--- config.mk ---
export PLATFORM = sky130hd
export DESIGN_NAME = two_gate_speed_trap_timer_unit
export DESIGN_NICKNAME = d
export VERILOG_FILES = /design/src/tgst_pkg.sv /design/src/two_gate_speed_trap_timer_unit.sv /design/src/tgst_div.sv
export SDC_FILE = /design/constraint.sdc
export NUM_CORES = 1
export LEC_CHECK = 0
export BUFFER_PORTS_ARGS = -buffer_cell sky130_fd_sc_hd__buf_2
export CAP_MARGIN = 10
export CORE_MARGIN = 2
export CORE_UTILIZATION = 59
export DETAILED_ROUTE_END_ITERATION = 12
export PLACE_DENSITY = 0.8
export SETUP_SLACK_MARGIN = 0.15
export SLEW_MARGIN = 40
export SYNTH_ARGS = -nofsm -noshare
export SYNTH_HDL_FRONTEND = slang
export SYNTH_SLANG_ARGS = --single-unit
--- constraint.sdc ---
create_clock -name clk -period 5.32 [get_ports clk]
set_input_delay 1.064 -clock clk [delete_from_list [all_inputs] [get_ports clk]]
set_output_delay 1.064 -clock clk [all_outputs]
set_load 0.005 [all_outputs]
--- src/tgst_pkg.sv ---
// Package for the two-gate speed trap timer.
// Holds field widths, reset values, register indexes, state codes and payload types.
// No dependencies.
package tgst_pkg;

  localparam int SAMPLE_BITS = 10;
  localparam int COUNT_W     = 16;
  localparam int DIST_W      = 20;
  localparam int CFG_IDX_W   = 2;

  localparam logic [SAMPLE_BITS-1:0] THRESH_RST  = SAMPLE_BITS'(150);
  localparam logic [COUNT_W-1:0]     TIMEOUT_RST = COUNT_W'(4000);
  localparam logic [DIST_W-1:0]      DIST_RST    = DIST_W'(50000);
  localparam logic [COUNT_W-1:0]     COUNT_MAX   = '1;

  localparam logic [CFG_IDX_W-1:0] CFG_DARK_THRESHOLD  = CFG_IDX_W'(0);
  localparam logic [CFG_IDX_W-1:0] CFG_TIMEOUT_MS      = CFG_IDX_W'(1);
  localparam logic [CFG_IDX_W-1:0] CFG_DISTANCE_FACTOR = CFG_IDX_W'(2);

  typedef enum logic [1:0] {
    ST_WAIT,
    ST_DIV,
    ST_PUSH
  } state_t;

  typedef struct packed {
    logic [SAMPLE_BITS-1:0] start_sample;
    logic [SAMPLE_BITS-1:0] stop_sample;
  } in_item_t;

  typedef struct packed {
    logic [COUNT_W-1:0] elapsed_ms;
    logic [DIST_W-1:0]  speed_value;
    logic               timed_out;
  } out_item_t;

endpackage

--- src/two_gate_speed_trap_timer_unit.sv ---
// Top level of the two-gate speed trap timer: gate detection, run counter, sequencer, output register.
// Depends on tgst_pkg and tgst_div.
//
//   channel  direction  handshake          payload
//   in_      input      in_valid/in_stall  in_item_t (start_sample, stop_sample)
//   out_     output     out_valid/out_stall out_item_t (elapsed_ms, speed_value, timed_out)
//   cfg_     input      cfg_valid/cfg_ready cfg_index, cfg_data
//
// A tick that yields no result is taken without a stall; the next can follow at once.
// A tick that ends a run is accepted and starts the divider; the sequencer then waits for its done
// flag and loads the result into the output register.
// The load waits while the output register holds an untaken result; in_stall stays high meanwhile.
// Reset is synchronous; afterwards the block is idle, config at reset values; out_data is not reset.
// cfg_ready is always high.
module two_gate_speed_trap_timer_unit (
  input  logic                           clk,
  input  logic                           rst_n,
  input  logic                           in_valid,
  output logic                           in_stall,
  input  tgst_pkg::in_item_t             in_data,
  output logic                           out_valid,
  input  logic                           out_stall,
  output tgst_pkg::out_item_t            out_data,
  input  logic                           cfg_valid,
  output logic                           cfg_ready,
  input  logic [tgst_pkg::CFG_IDX_W-1:0] cfg_index,
  input  logic [tgst_pkg::DIST_W-1:0]    cfg_data
);
  import tgst_pkg::*;

  state_t                 state_r, state_nxt;
  logic                   timing_r, timing_nxt;
  logic [COUNT_W-1:0]     count_r, count_nxt;
  logic                   res_tmo_r, res_tmo_nxt;
  logic [SAMPLE_BITS-1:0] thr_r, thr_nxt;
  logic [COUNT_W-1:0]     tmo_r, tmo_nxt;
  logic [DIST_W-1:0]      dist_r, dist_nxt;
  out_item_t              out_r, out_nxt;
  logic                   out_valid_r, out_valid_nxt;

  logic                   start_dark, stop_dark, expired;
  logic [COUNT_W-1:0]     cnt_inc;
  logic                   div_start, div_done;
  logic [DIST_W-1:0]      div_quo;

  assign start_dark = in_data.start_sample < thr_r;
  assign stop_dark  = in_data.stop_sample < thr_r;
  assign cnt_inc    = (count_r == COUNT_MAX) ? count_r : count_r + COUNT_W'(1);
  assign expired    = cnt_inc >= tmo_r;

  tgst_div u_div (
    .clk      (clk),
    .rst_n    (rst_n),
    .start    (div_start),
    .dividend (dist_r),
    .divisor  (cnt_inc),
    .done     (div_done),
    .quotient (div_quo)
  );

  always_comb begin
    state_nxt     = state_r;
    timing_nxt    = timing_r;
    count_nxt     = count_r;
    res_tmo_nxt   = res_tmo_r;
    out_nxt       = out_r;
    out_valid_nxt = out_valid_r;
    div_start     = 1'b0;
    in_stall      = state_r != ST_WAIT;

    if (out_valid_r && !out_stall) begin
      out_valid_nxt = 1'b0;
    end

    case (state_r)
      ST_WAIT: begin
        if (in_valid) begin
          if (!timing_r) begin
            if (start_dark) begin
              timing_nxt = 1'b1;
              count_nxt  = '0;
            end
          end else begin
            count_nxt = cnt_inc;
            if (expired || stop_dark) begin
              timing_nxt  = 1'b0;
              res_tmo_nxt = expired;
              div_start   = 1'b1;
              state_nxt   = ST_DIV;
            end
          end
        end
      end
      ST_DIV: begin
        if (div_done) begin
          state_nxt = ST_PUSH;
        end
      end
      ST_PUSH: begin
        if (!out_valid_r || !out_stall) begin
          out_nxt.elapsed_ms  = count_r;
          out_nxt.speed_value = res_tmo_r ? '0 : div_quo;
          out_nxt.timed_out   = res_tmo_r;
          out_valid_nxt       = 1'b1;
          state_nxt           = ST_WAIT;
        end
      end
      default: begin
        state_nxt = ST_WAIT;
      end
    endcase
  end

  always_comb begin
    thr_nxt  = thr_r;
    tmo_nxt  = tmo_r;
    dist_nxt = dist_r;
    if (cfg_valid) begin
      case (cfg_index)
        CFG_DARK_THRESHOLD:  thr_nxt  = cfg_data[SAMPLE_BITS-1:0];
        CFG_TIMEOUT_MS:      tmo_nxt  = cfg_data[COUNT_W-1:0];
        CFG_DISTANCE_FACTOR: dist_nxt = cfg_data;
        default: begin
        end
      endcase
    end
  end

  always_ff @(posedge clk) begin
    if (!rst_n) begin
      state_r     <= ST_WAIT;
      timing_r    <= 1'b0;
      count_r     <= '0;
      out_valid_r <= 1'b0;
      thr_r       <= THRESH_RST;
      tmo_r       <= TIMEOUT_RST;
      dist_r      <= DIST_RST;
    end else begin
      state_r     <= state_nxt;
      timing_r    <= timing_nxt;
      count_r     <= count_nxt;
      out_valid_r <= out_valid_nxt;
      thr_r       <= thr_nxt;
      tmo_r       <= tmo_nxt;
      dist_r      <= dist_nxt;
    end
  end

  always_ff @(posedge clk) begin
    res_tmo_r <= res_tmo_nxt;
    out_r     <= out_nxt;
  end

  assign out_valid = out_valid_r;
  assign out_data  = out_r;
  assign cfg_ready = 1'b1;

  a_idle_after_run: assert property (@(posedge clk) disable iff (!rst_n)
    state_r == ST_PUSH |-> !timing_r) else $error("run still active at result load");
  a_timeout_speed: assert property (@(posedge clk) disable iff (!rst_n)
    out_valid_r && out_r.timed_out |-> out_r.speed_value == '0)
    else $error("speed not zero on timeout");
  a_elapsed_nonzero: assert property (@(posedge clk) disable iff (!rst_n)
    out_valid_r |-> out_r.elapsed_ms != '0) else $error("zero elapsed time in result");
  a_done_in_div: assert property (@(posedge clk) disable iff (!rst_n)
    div_done |-> state_r == ST_DIV) else $error("divider done outside divide state");

endmodule

--- src/tgst_div.sv ---
// Iterative restoring divider: distance factor over elapsed count, one quotient bit a cycle.
// Depends on tgst_pkg for operand widths.
module tgst_div (
  input  logic                         clk,
  input  logic                         rst_n,
  input  logic                         start,
  input  logic [tgst_pkg::DIST_W-1:0]  dividend,
  input  logic [tgst_pkg::COUNT_W-1:0] divisor,
  output logic                         done,
  output logic [tgst_pkg::DIST_W-1:0]  quotient
);
  import tgst_pkg::*;

  localparam int              CNT_W = $clog2(DIST_W);
  localparam logic [CNT_W-1:0] LAST = CNT_W'(DIST_W - 1);

  logic               busy_r, busy_nxt;
  logic               done_r, done_nxt;
  logic [CNT_W-1:0]   cnt_r, cnt_nxt;
  logic [COUNT_W-1:0] rem_r, rem_nxt;
  logic [COUNT_W-1:0] div_r, div_nxt;
  logic [DIST_W-1:0]  quo_r, quo_nxt;
  logic [COUNT_W:0]   trial;
  logic [COUNT_W:0]   diff;
  logic               ge;

  assign trial = {rem_r, quo_r[DIST_W-1]};
  assign diff  = trial - {1'b0, div_r};
  assign ge    = trial >= {1'b0, div_r};

  always_comb begin
    busy_nxt = busy_r;
    done_nxt = 1'b0;
    cnt_nxt  = cnt_r;
    rem_nxt  = rem_r;
    div_nxt  = div_r;
    quo_nxt  = quo_r;
    if (start) begin
      busy_nxt = 1'b1;
      cnt_nxt  = '0;
      rem_nxt  = '0;
      div_nxt  = divisor;
      quo_nxt  = dividend;
    end else if (busy_r) begin
      rem_nxt = ge ? diff[COUNT_W-1:0] : trial[COUNT_W-1:0];
      quo_nxt = {quo_r[DIST_W-2:0], ge};
      if (cnt_r == LAST) begin
        busy_nxt = 1'b0;
        done_nxt = 1'b1;
      end else begin
        cnt_nxt = cnt_r + CNT_W'(1);
      end
    end
  end

  always_ff @(posedge clk) begin
    if (!rst_n) begin
      busy_r <= 1'b0;
      done_r <= 1'b0;
      cnt_r  <= '0;
    end else begin
      busy_r <= busy_nxt;
      done_r <= done_nxt;
      cnt_r  <= cnt_nxt;
    end
  end

  always_ff @(posedge clk) begin
    rem_r <= rem_nxt;
    div_r <= div_nxt;
    quo_r <= quo_nxt;
  end

  assign done     = done_r;
  assign quotient = quo_r;

  a_start_when_free: assert property (@(posedge clk) disable iff (!rst_n)
    start |-> !busy_r) else $error("divide started while busy");
  a_done_after_busy: assert property (@(posedge clk) disable iff (!rst_n)
    done_r |-> $past(busy_r)) else $error("divide done without a run");
  a_count_from_zero: assert property (@(posedge clk) disable iff (!rst_n)
    $rose(busy_r) |-> cnt_r == '0) else $error("divide step count not cleared");

endmodule
# Word-level counts from Yosys, hierarchy flattened
# Index checks and enable logic that the tools add are counted.
# Widths: inputs -> output; s select.
# word_totals
register_bits,163
word_cells,85
# op_classes
add_sub_neg,3
order_cmp,4
n_eq_ne,11
mux,26
bitwise_logic,3
n_reduce_logical,21
# op_table
op,n
$mux 16,4
$mux 20,2
$lt 10x10->1,2
$ge 17x16->1,1
$add 16x1->16 const B,1
$eq 16x16->1 const B,1
$ge 16x16->1,1
$sub 16x16->16,1
$mux 1,14
$reduce_and 2->1,6
$mux 2,5
$ne 2x2->1 const B,4
$pmux 2 s3,1
$reduce_bool 2->1,3
$add 5x1->5 const B,1
$eq 5x5->1 const B,1
$reduce_and 5->1,1
$eq 2x1->1 const B,2
$eq 2x2->1 const B,2
$logic_not 2->1,2
$reduce_and 4->1,1
$not 1->1,3
$reduce_and 3->1,1
$reduce_or 3->1,1
5 further kinds,7

# Longest topological paths before layout
# Gate-level depths: netlist of run 1.
# logic_depth
ltp_word,9
mapped_depth,16
ltp_nobuf,15

# Cells and area by module
# Synthesis of run 1 repeated with hierarchy kept, for this count alone.
# unflattened
cells_unflattened,808
area_unflattened_um2,8242.9
# modules_own_cells
mod,n_inst,cells_each,area_each_um2,seq_area_each_um2
two_gate_speed_trap_timer_unit,1,518,5028.6,2462.4
tgst_div,1,290,3214.3,1541.5

# Worst setup path after synthesis of run 1
# Ideal clock, no wire load.
# synth_timing
path_type,register to register
start,register count_r[5]
end,"register u_div.div_r[0], enable pin"
setup_time_ns,0.388
t_arrival_ns,3.698
slack_ns,1.235
stages_incl_launch_ff,15
n_path_buf,2
synth_period_minus_slack_ns,4.085
path_cell_list,dfxtp_1 and4_1 nand4_2 or3_1 clkbuf_1 nor2_1 mux2_2 ha_1 nand2_1 nor4_1 o311ai_1 nand3_1 o21ai_2 inv_1 clkbuf_1
# synth_via
elab_chain_len,8
# synth_rtl
element,line,rtl
start: declaration,two_gate_speed_trap_timer_unit.sv:33,"logic [COUNT_W-1:0] count_r, count_nxt;"
start signal: assignment,two_gate_speed_trap_timer_unit.sv:141,count_r <= count_nxt;
$add 16x1->16 / $eq 16x16->1 (equally long branches),two_gate_speed_trap_timer_unit.sv:48,assign cnt_inc = (count_r == COUNT_MAX) ? count_r : count_r + COUNT_W'(1);
$mux 16 (*),two_gate_speed_trap_timer_unit.sv:48,
via cnt_inc[15],two_gate_speed_trap_timer_unit.sv:42,logic [COUNT_W-1:0] cnt_inc;
$ge 16x16->1 (*),two_gate_speed_trap_timer_unit.sv:49,assign expired = cnt_inc >= tmo_r;
via expired,two_gate_speed_trap_timer_unit.sv:41,"logic start_dark, stop_dark, expired;"
$logic_or 1x1->1 (*),two_gate_speed_trap_timer_unit.sv:85,if (expired || stop_dark) begin
$mux 1 (*),two_gate_speed_trap_timer_unit.sv:85,
$mux 1 (*),two_gate_speed_trap_timer_unit.sv:78,if (!timing_r) begin
$mux 1 (*),two_gate_speed_trap_timer_unit.sv:77,if (in_valid) begin
$mux 1 (*),two_gate_speed_trap_timer_unit.sv:75,case (state_r)
via div_start,two_gate_speed_trap_timer_unit.sv:43,"logic div_start, div_done;"
end signal: assignment,tgst_div.sv:70,div_r <= div_nxt;
end: declaration,tgst_div.sv:21,"logic [COUNT_W-1:0] div_r, div_nxt;"
# Mark *: on every way through the listed nets, which the timed path passes. The rest lies on a longest branch.
# A chain may end at the register's enable or synchronous reset.

# Final worst setup path of run 1
# layout_timing
start,register count_r[4]
end,register u_div.rem_r[12]
# layout_via
elab_chain_len,8
# layout_rtl
element,line,rtl
$add 16x1->16 / $eq 16x16->1 (equally long branches),two_gate_speed_trap_timer_unit.sv:48,
$mux 16 (*),two_gate_speed_trap_timer_unit.sv:48,
via cnt_inc[15],two_gate_speed_trap_timer_unit.sv:42,
$ge 16x16->1 (*),two_gate_speed_trap_timer_unit.sv:49,
via expired,two_gate_speed_trap_timer_unit.sv:41,
$logic_or 1x1->1 (*),two_gate_speed_trap_timer_unit.sv:85,
$mux 1 (*),two_gate_speed_trap_timer_unit.sv:85,
$mux 1 (*),two_gate_speed_trap_timer_unit.sv:78,
$mux 1 (*),two_gate_speed_trap_timer_unit.sv:77,
$mux 1 (*),two_gate_speed_trap_timer_unit.sv:75,
end signal: assignment,tgst_div.sv:69,rem_r <= rem_nxt;
end: declaration,tgst_div.sv:20,"logic [COUNT_W-1:0] rem_r, rem_nxt;"
# Marks and branches as above.

==> impl_metrics.toml, run 1 <==
[final_layout]
nNetsFinal = 997
final_common_cell = "nand2_1"
finish.utilization_pct = 69.9
area_delta_synth_final_pct = 15.6
layout.area.seq_um2 = 4000
instances_no_fill = 1086
layout_common_cells = "nand2_1 (131), dfxtp_1 (89), buf_2 (85), edfxtp_1 (74), a21oi_1 (68)"
multiInputGateArea_um2 = 3730
final_layout_size_suffix_gt1_share_pct = 17.8
antenna_cells = 0
stdcell_area_um2 = 9290
fillers = 977

[sta]
layout_min_cycle_time_ps = 4620
timing.final.hold_violations = 0
fin_setup_tns_ps = 0
timing.fmax_ghz = 0.216
setup_violations = 0
grt_setup_unrepaired = "no"
slew_violations = 0
relSlewSlack_pct = 48.3
clock_skew_ps = 8.05
worst_slew_pin_slew_ps = 776
fin_crit_sh_pct = 86.9

[pwr]
vdd_drop_max_mv = 0.245
power.density_nw_per_um2 = 375
total_leakage_power_uw = 0.00386

[yosys]
synth-compound-area-share_pct = 13.8
synthSimpleGateAreaFrac_pct = 16.9
synth-seq-cells = 163
synth_edf_count = 74
synth_seq_area_share_pct = 49.8
synth_mux_area_share_pct = 4.14
yosys.area.top_type_share_pct = 27.6
synth.area.top_cells = "edfxtp_1 (28%), dfxtp_1 (22%), ha_1 (8.1%)"
synth_area_leader_cell = "edfxtp_1"
ys.flop_type = "dfxtp_1"
synth_xor_xnor_area_share_pct = 2.83
yosys.area_share.adder_pct = 8.34
synthCells = 818
postSynthAreaPerCell_um2 = 9.83
synth_area_um2 = 8040
synthDistinctLibCells = 64
synthArstFlopShare_pct = 0
synth_top_family_by_area = "simple AND/OR/NAND/NOR gates"
yosys_warnings = 0
syn-num-nets = 918

[floorplanning]
core-area_um2 = 13300
start_util_pct = 60.5
num_io_pins = 87
num_rows = 42
die_h_um = 121
chipWidth_um = 121
dieArea_um2 = 14600

[route]
wire_per_inst_um = 16.2
drtIter0Drc = 560
drc = 0
ant_nets = 0
firstDrtPassIters = 5
via_count = 6223
finalWirelength_mm = 17.6
routed_via_density = 5.73

[setup_path]
crit_fanout = 19
crit_type = "register to register"
critPathRequiredTime_ps = 5650
critPathCaptureType = "register"
start_kind = "register"
ff2ff_path_depth = 14
critical_path_arrival_ps = 4950

[global_route]
grt_max_degree = 40
grt_pass1_wl_mm = 28.7
grt_pass1_vias = 5767
track_usage_pct = 25.3
gr-total-overflow = 0
antenna_found_initial = 0

[status]
status = "finished clean"

[flow_run]
maxCapViolCount = 0

[clock_tree]
cts.sinks = 163
cts_made_buffers = 17
tritoncts = "done"
path_clk_slew_ps = 60
root_buffer = "clkbuf_16"
clk_latency_ps = 430
cts_hold_buf = 0
cts_buffer_depth = 2
cts_max_level = 4

[placed_design]
hpwlAfterDp_mm = 12.0
dp.cells = 1053
place_area_um2 = 8610
portBuffers = 85
gp_congestion = 0.893

[hold_path]
hold_class = "register to register"
worstHoldPathCells = 2
## power breakdown
part | total [µW] | switching, µW | internal, µW | leakage [µW]
combinational | 650 | 368 | 282 | 0.00217
sequential | 1460 | 65.1 | 1390 | 0.00137
clock | 1380 | 505 | 876 | 0.000320
## worst paths after layout
kind              start         endpoint  slack [ps]
min reg2reg   dist_r[3]        dist_r[3]         450
max reg2reg  count_r[4]  u_div.rem_r[12]         700
max          count_r[4]  u_div.rem_r[12]         700
min           dist_r[3]        dist_r[3]         450
## stage by stage
stage	power [µW]	worst slack, ps	hold WS (ps)
after global placement	2100	855	440
final	3490	698	453
after floorplan	1980	1230	406
after detailed placement	2120	653	446
after global routing	3650	362	476
after CTS	3490	569	460
## registers in the layout, summed over array words and instances (netlist names), 2 cells and up
| register | count |
|---|---|
| thr_r | 10 |
| dist_r | 20 |
| count_r | 16 |
| out_data | 37 |
| state_r | 2 |
| u_div.quotient | 20 |
| u_div.div_r | 16 |
| tmo_r | 16 |
| u_div.rem_r | 16 |
| u_div.cnt_r | 5 |
## synth_stat cells, types with 2 or more instances
library cell,instances
a211o_1,4
a211oi_1,10
a211oi_2,3
a21o_1,7
a21oi_1,69
a221o_1,3
a22o_1,2
a311oi_1,5
a31oi_1,6
and3_1,6
and3b_1,2
and4_1,3
buf_2,4
buf_4,2
clkbuf_1,26
dfxtp_1,89
edfxtp_1,74
ha_1,52
inv_1,53
mux2_2,22
mux2i_1,7
nand2_1,131
nand2b_1,8
nand3_1,20
nand3b_1,5
nand4_1,12
nor2_1,52
nor2b_1,23
nor3_1,11
nor4_1,3
nor4b_1,2
o2111ai_1,2
o211ai_1,14
o21a_1,4
o21ai_0,20
o21ai_2,3
o22ai_1,2
o311ai_1,2
o31ai_1,2
or3_1,5
xnor2_1,15
xor2_1,11
## final cells by class
class	instances	share of cell area (%)
Timing Repair Buffer	92	5.14
Tap cell	176	2.37
Clock buffer	21	5.08
Inverter	53	2.14
Sequential cell	163	43.1
Clock inverter	11	2.09
Multi-Input combinational cell	570	40.1
## metal layers
layer	vias to the layer above	track usage (%)	share of wire, %
met1	2928	34.1	44
met3	36	5.24	5.2
met5	-	0	0
met4	0	9.59	2.0
met2	192	40.2	49
li1	3067	-	-
## logic make-up (layout without fill, tap and decap cells)
| family | Yosys count | after routing |
|---|---|---|
| other | 1 | 1 |
| and+or+nand+nor | 290 | 290 |
| adders and majority gates | 53 | 53 |
| buffers and inverters | 85 | 177 |
| xor gates and xnor gates | 26 | 26 |
| muxes | 30 | 30 |
| AOI/OAI and AO/OA | 170 | 170 |
| DFF | 163 | 163 |
## worst max-delay path, stage by stage, from the launching register on
cell      delay, ps
dfxtp_1         480
and4_1          320
nand4_2         210
or3_1           500
nor2_1          170
mux2_2          370
ha_1            300
nand2_1         130
o21ai_0         110
a21oi_1         190
nand3_1         210
o21ai_4         490
inv_1           450
buf_4           340
o311ai_1        240
## repair_timing
action | 4_1_cts | 5_1_grt
setup buffers | 0 | 0
endpoints found under the setup margin | 0 | 4
gates resized for setup | 0 | 1
Power figures use the tool's default switching activity.
==> run 2: changes to the inputs <==
--- a/config.mk
+++ b/config.mk
@@ -10,6 +10,8 @@
 export CORE_MARGIN = 2
 export CORE_UTILIZATION = 59
 export DETAILED_ROUTE_END_ITERATION = 12
+export GPL_TIMING_DRIVEN = 0
+export MAX_ROUTING_LAYER = met4
 export PLACE_DENSITY = 0.8
 export SETUP_SLACK_MARGIN = 0.15
 export SLEW_MARGIN = 40
==> run 2 against run 1 <==
  * Clock skew about the same
  * Count of clock-buffer cells in the layout down 2
  * First-iteration DRC count down 18%
  * Via count up 2.2%
  * Hold slack worse by 11 ps
==> impl_metrics.toml, run 2 (synthesis results as in run 1) <==
[sta]
timing.fmax_ghz = 0.212
fin_crit_sh_pct = 88.6
relSlewSlack_pct = 57.1
grt_setup_unrepaired = "no"
fin_setup_tns_ps = 0
timing.final.hold_violations = 0
clock_skew_ps = 8.25
setup_violations = 0
worst_slew_pin_slew_ps = 644
final.setup.worst_slack_ps = 606
slew_violations = 0
hold_ws_ps = 442
layout_min_cycle_time_ps = 4710

[pwr]
total_leakage_power_uw = 0.00384
pwr-share-comb_pct = 20.2
switching_share_pct = 29.2
pwr-share-clk_pct = 35.6
vdd_drop_max_mv = 0.237
p_seq_share_pct = 44.2
p_switching_uw = 961
power.density_nw_per_um2 = 354
p_int_uw = 2330

[route]
drc = 0
via_count = 6360
drtIter0Drc = 458
firstDrtPassIters = 5
finalWirelength_mm = 18.2
routed_via_density = 5.71
ant_nets = 0
wire_per_inst_um = 16.3

[setup_path]
crit_path_start = "count_r[0]"
cp_slowest_cell = "o21ai_2"
worst-path-buf-inv = 1
r2r_end = "u_div.quotient[15]"
crit_type = "register to register"
critical_path_arrival_ps = 4780
ff2ff_path_depth = 14
worstSetupPathDepth = 14
critPathCaptureType = "register"
cpLargestDelayFamily = "simple AND/OR/NAND/NOR gates"
start_kind = "register"
critPathRequiredTime_ps = 5390
timing.rr.start = "count_r[0]"
r2r_slack_ps = 610
endpoint = "u_div.quotient[15]"
crit_fanout = 20
path_cells = "ha_1 -> nand3_1 -> nor3_2 -> nor2_1 -> and3_1 -> xor2_1 -> ha_1 -> a21oi_1 -> o21ai_0 -> a21oi_1 -> nand3_1 -> o21ai_2 -> buf_2 -> nand2b_2"
cpPeakStageDelay_ps = 560

[clock_tree]
post_cts_buffers = 0
cts_buffer_depth = 2
cts_hold_buf = 0
root_buffer = "clkbuf_16"
cts_max_level = 4
clk_latency_ps = 430
cts.sinks = 163
cts_made_buffers = 17
path_clk_slew_ps = 70
tritoncts = "done"
cts_resized = 0

[floorplanning]
dieArea_um2 = 14600
chipWidth_um = 121
num_rows = 42
core-area_um2 = 13300
die_h_um = 121
num_io_pins = 87
start_util_pct = 60.5

[global_route]
grt_pass1_wl_mm = 29.5
grt_max_degree = 26
grt_pass1_vias = 6089
gr-total-overflow = 0
track_usage_pct = 26.5
antenna_found_initial = 0

[final_layout]
final_layout_size_suffix_gt1_share_pct = 17.4
finish.utilization_pct = 69.9
final_common_cell = "nand2_1"
antenna_cells = 0
nNetsFinal = 1024
largest_reg_flops = 37
fillers = 982
area_delta_synth_final_pct = 15.6
layout_common_cells = "nand2_1 (131), buf_2 (89), dfxtp_1 (89), edfxtp_1 (74), a21oi_1 (68)"
instances_no_fill = 1113

[hold_path]
hold_class = "register to register"
worstHoldPathCells = 0

[placed_design]
dp.cells = 1081
gp_congestion = 0.886
dpl_worst_slack_ps = 679
hpwlAfterDp_mm = 13.2
portBuffers = 85

[flow_run]
maxCapViolCount = 0

[status]
status = "finished clean"
## run 2: cell types whose count changed in the layout (fill, tap and decap cells not counted), sizes merged
cell / previous run / this run
clkbuf: 21 / 45
clkinv: 1 / 7
bufinv: 5 / 1
buf: 92 / 93
## run 2: stage by stage
step	power, µW	area (µm²)
after global routing	3440	9290
final	3290	9290
after detailed placement	2130	8730
after floorplan	1980	8040
after global placement	2110	8680
after CTS	3290	9290
## run 2: how the worst min path moves through the flow
stage                start      endpoint  slack [ps]
3_3_place_gp   count_r[11]  out_data[32]         420
3_5_place_dp   count_r[11]  out_data[32]         420
4_1_cts        count_r[11]  out_data[32]         440
6_report       count_r[11]  out_data[32]         440
2_1_floorplan  count_r[11]  out_data[32]         410
5_1_grt        count_r[11]  out_data[32]         450
## run 2: power groups by stage
| stage | registers, µW | logic, µW | clock network (µW) |
|---|---|---|---|
| after CTS | 1450 | 659 | 1180 |
| after detailed placement | 1480 | 649 | 0 |
| after global routing | 1460 | 742 | 1240 |
| after global placement | 1480 | 632 | 0 |
| after floorplan | 1460 | 517 | 0 |
| final | 1460 | 665 | 1170 |
## run 2: worst register-to-register path: cells and delay by family (launching register included)
family | cells | cell delay [ps]
XOR/XNOR | 1 | 360
AND/OR/NAND/NOR | 6 | 1590
flip-flops | 1 | 490
buffers and inverters | 1 | 360
AO/OA/AOI/OAI | 4 | 930
adder cells (fa/ha/maj) | 2 | 620
## run 2: final cells by class
type	instances	area [µm²]	share of cell area, %
flip-flops and latches	163	4000	43.1
multi-input cells	570	3720	40.0
repair buffers	87	455	4.90
clock buffers	19	433	4.66
well taps	176	220	2.37
inverters	53	199	2.14
plain buffers	32	134	1.44
clock inverters	13	131	1.41
## run 2: routing by layer
layer / global-route usage (%) / part of all wire [%] / routed length [µm]
met5: - / 0 / 0
met4: 10.6 / 2.5 / 459
met3: 5.47 / 5.4 / 979
met2: 41.5 / 47 / 8580
met1: 33.8 / 45 / 8170
==> run 3: changes to the inputs <==
--- a/config.mk
+++ b/config.mk
@@ -8,11 +8,10 @@
 export BUFFER_PORTS_ARGS = -buffer_cell sky130_fd_sc_hd__buf_2
 export CAP_MARGIN = 10
 export CORE_MARGIN = 2
-export CORE_UTILIZATION = 59
+export CORE_UTILIZATION = 35
 export DETAILED_ROUTE_END_ITERATION = 12
 export GPL_TIMING_DRIVEN = 0
 export MAX_ROUTING_LAYER = met4
-export PLACE_DENSITY = 0.8
 export SETUP_SLACK_MARGIN = 0.15
 export SLEW_MARGIN = 40
 export SYNTH_ARGS = -nofsm -noshare
==> run 3 against run 2 <==
  * Cell count rose by 9.8%
  * Hold slack got worse by 9.7 ps
  * Highest routed layer unchanged
  * Flip-flop and latch count did not move
  * First-iteration DRC count fell by 28%
  * Largest cell class unchanged
  * Global-route usage fell by 9.6 points
  * Largest power group unchanged
  * Critical endpoint is now u_div.quotient[14]
  * Sequential share of layout area fell by 0.47 points
  * Die area rose by 66%
  * Non-clock buffer count did not move
  * Total power fell by 1.2%
  * Fmax fell by 1.7%
  * Setup slack got worse by 79 ps
  * Via count fell by 1.7%
==> impl_metrics.toml, run 3 (synthesis results as in run 1) <==
[final_layout]
final_layout_size_suffix_gt1_share_pct = 17.2
area_delta_synth_final_pct = 16.9
antenna_cells = 0
fillers = 2245
layout_common_cells = "nand2_1 (131), buf_2 (89), dfxtp_1 (89), edfxtp_1 (74), a21oi_1 (68)"
largest_reg_flops = 37
instances_no_fill = 1222
finish.utilization_pct = 41.6
nNetsFinal = 1024
final_common_cell = "nand2_1"

[placed_design]
dp.cells = 1190
hpwlAfterDp_mm = 14.1
dpl_worst_slack_ps = 548
portBuffers = 85
gp_congestion = 0.843

[clock_tree]
tritoncts = "done"
post_cts_buffers = 0
cts_max_level = 4
root_buffer = "clkbuf_16"
cts_resized = 0
cts_buffer_depth = 2
cts_made_buffers = 17
cts_hold_buf = 0
clk_latency_ps = 440
cts.sinks = 163
path_clk_slew_ps = 70

[route]
routed_via_density = 5.12
wire_per_inst_um = 15.7
ant_nets = 0
firstDrtPassIters = 5
drtIter0Drc = 331
via_count = 6251
drc = 0
finalWirelength_mm = 19.1

[sta]
grt_setup_unrepaired = "no"
relSlewSlack_pct = 55.6
layout_min_cycle_time_ps = 4790
setup_violations = 0
final.setup.worst_slack_ps = 527
timing.fmax_ghz = 0.209
slew_violations = 0
worst_slew_pin_slew_ps = 666
clock_skew_ps = 11.9
timing.final.hold_violations = 0
fin_setup_tns_ps = 0
fin_crit_sh_pct = 90.1

[setup_path]
cp_slowest_cell = "o21ai_2"
cpPeakStageDelay_ps = 560
path_cells = "ha_1 -> nand3_1 -> nor3_2 -> nor2_1 -> and3_1 -> xor2_1 -> ha_1 -> a21oi_1 -> o21ai_0 -> a21oi_1 -> nand3_1 -> o21ai_2 -> buf_2 -> nand2b_2"
critical_path_arrival_ps = 4860
critPathRequiredTime_ps = 5390
ff2ff_path_depth = 14
start_kind = "register"
crit_fanout = 20
critPathCaptureType = "register"
crit_type = "register to register"

[hold_path]
worstHoldPathCells = 0
hold_class = "register to register"

[floorplanning]
num_rows = 55
chipWidth_um = 156
core-area_um2 = 22600
start_util_pct = 35.6
num_io_pins = 87
dieArea_um2 = 24200
die_h_um = 156

[pwr]
vdd_drop_max_mv = 0.194
power.density_nw_per_um2 = 346
total_leakage_power_uw = 0.00383

[global_route]
grt_max_degree = 26
grt_pass1_vias = 6017
grt_pass1_wl_mm = 31.1
antenna_found_initial = 0
track_usage_pct = 16.9
gr-total-overflow = 0

[flow_run]
maxCapViolCount = 0

[status]
status = "finished clean"
==> run 3: layer usage <==
metal  share of wire, %  GRT usage [%]
met1                 48           22.1
met2                 46           26.5
met3                4.1           3.42
met4                2.1           5.24
met5                  0              -
==> run 3: metrics by stage <==
step	instance area, µm²	total power [µW]	hold WS (ps)
floorplan	8040	1980	406
global placement	8820	2130	416
detailed placement	8860	2140	417
CTS	9400	3270	434
global route	9400	3420	461
finish	9400	3250	433
==> run 3: path summary, 6_finish.rpt <==
kind	end	start	slack (ps)
setup reg to reg	u_div.quotient[14]	count_r[0]	530
hold / removal	out_data[32]	count_r[11]	430
hold reg to reg	out_data[32]	count_r[11]	430
setup / recovery	u_div.quotient[14]	count_r[0]	530
==> run 3: cell type report <==
type | instances | area (µm²) | area share (%)
flip-flops and latches | 163 | 4000 | 42.6
inverters | 53 | 199 | 2.12
repair buffers | 87 | 455 | 4.85
well taps | 285 | 357 | 3.80
multi-input cells | 570 | 3720 | 39.6
clock buffers | 18 | 429 | 4.57
plain buffers | 32 | 134 | 1.42
clock inverters | 14 | 101 | 1.08
==> run 3: power breakdown <==
group          switching [µW]  total, µW  internal [µW]
logic                     380        668            288
registers                64.1       1450           1390
clock network             531       1130            601
total                     975       3250           2280
==> run 3: worst max-delay path, delay by kind of cell (launching register included) <==
kind | cells | cell delay [ps]
compound gates | 4 | 920
buf+inv | 1 | 380
xor+xnor | 1 | 350
flops | 1 | 510
simple gates | 6 | 1630
fa+ha+maj | 2 | 630
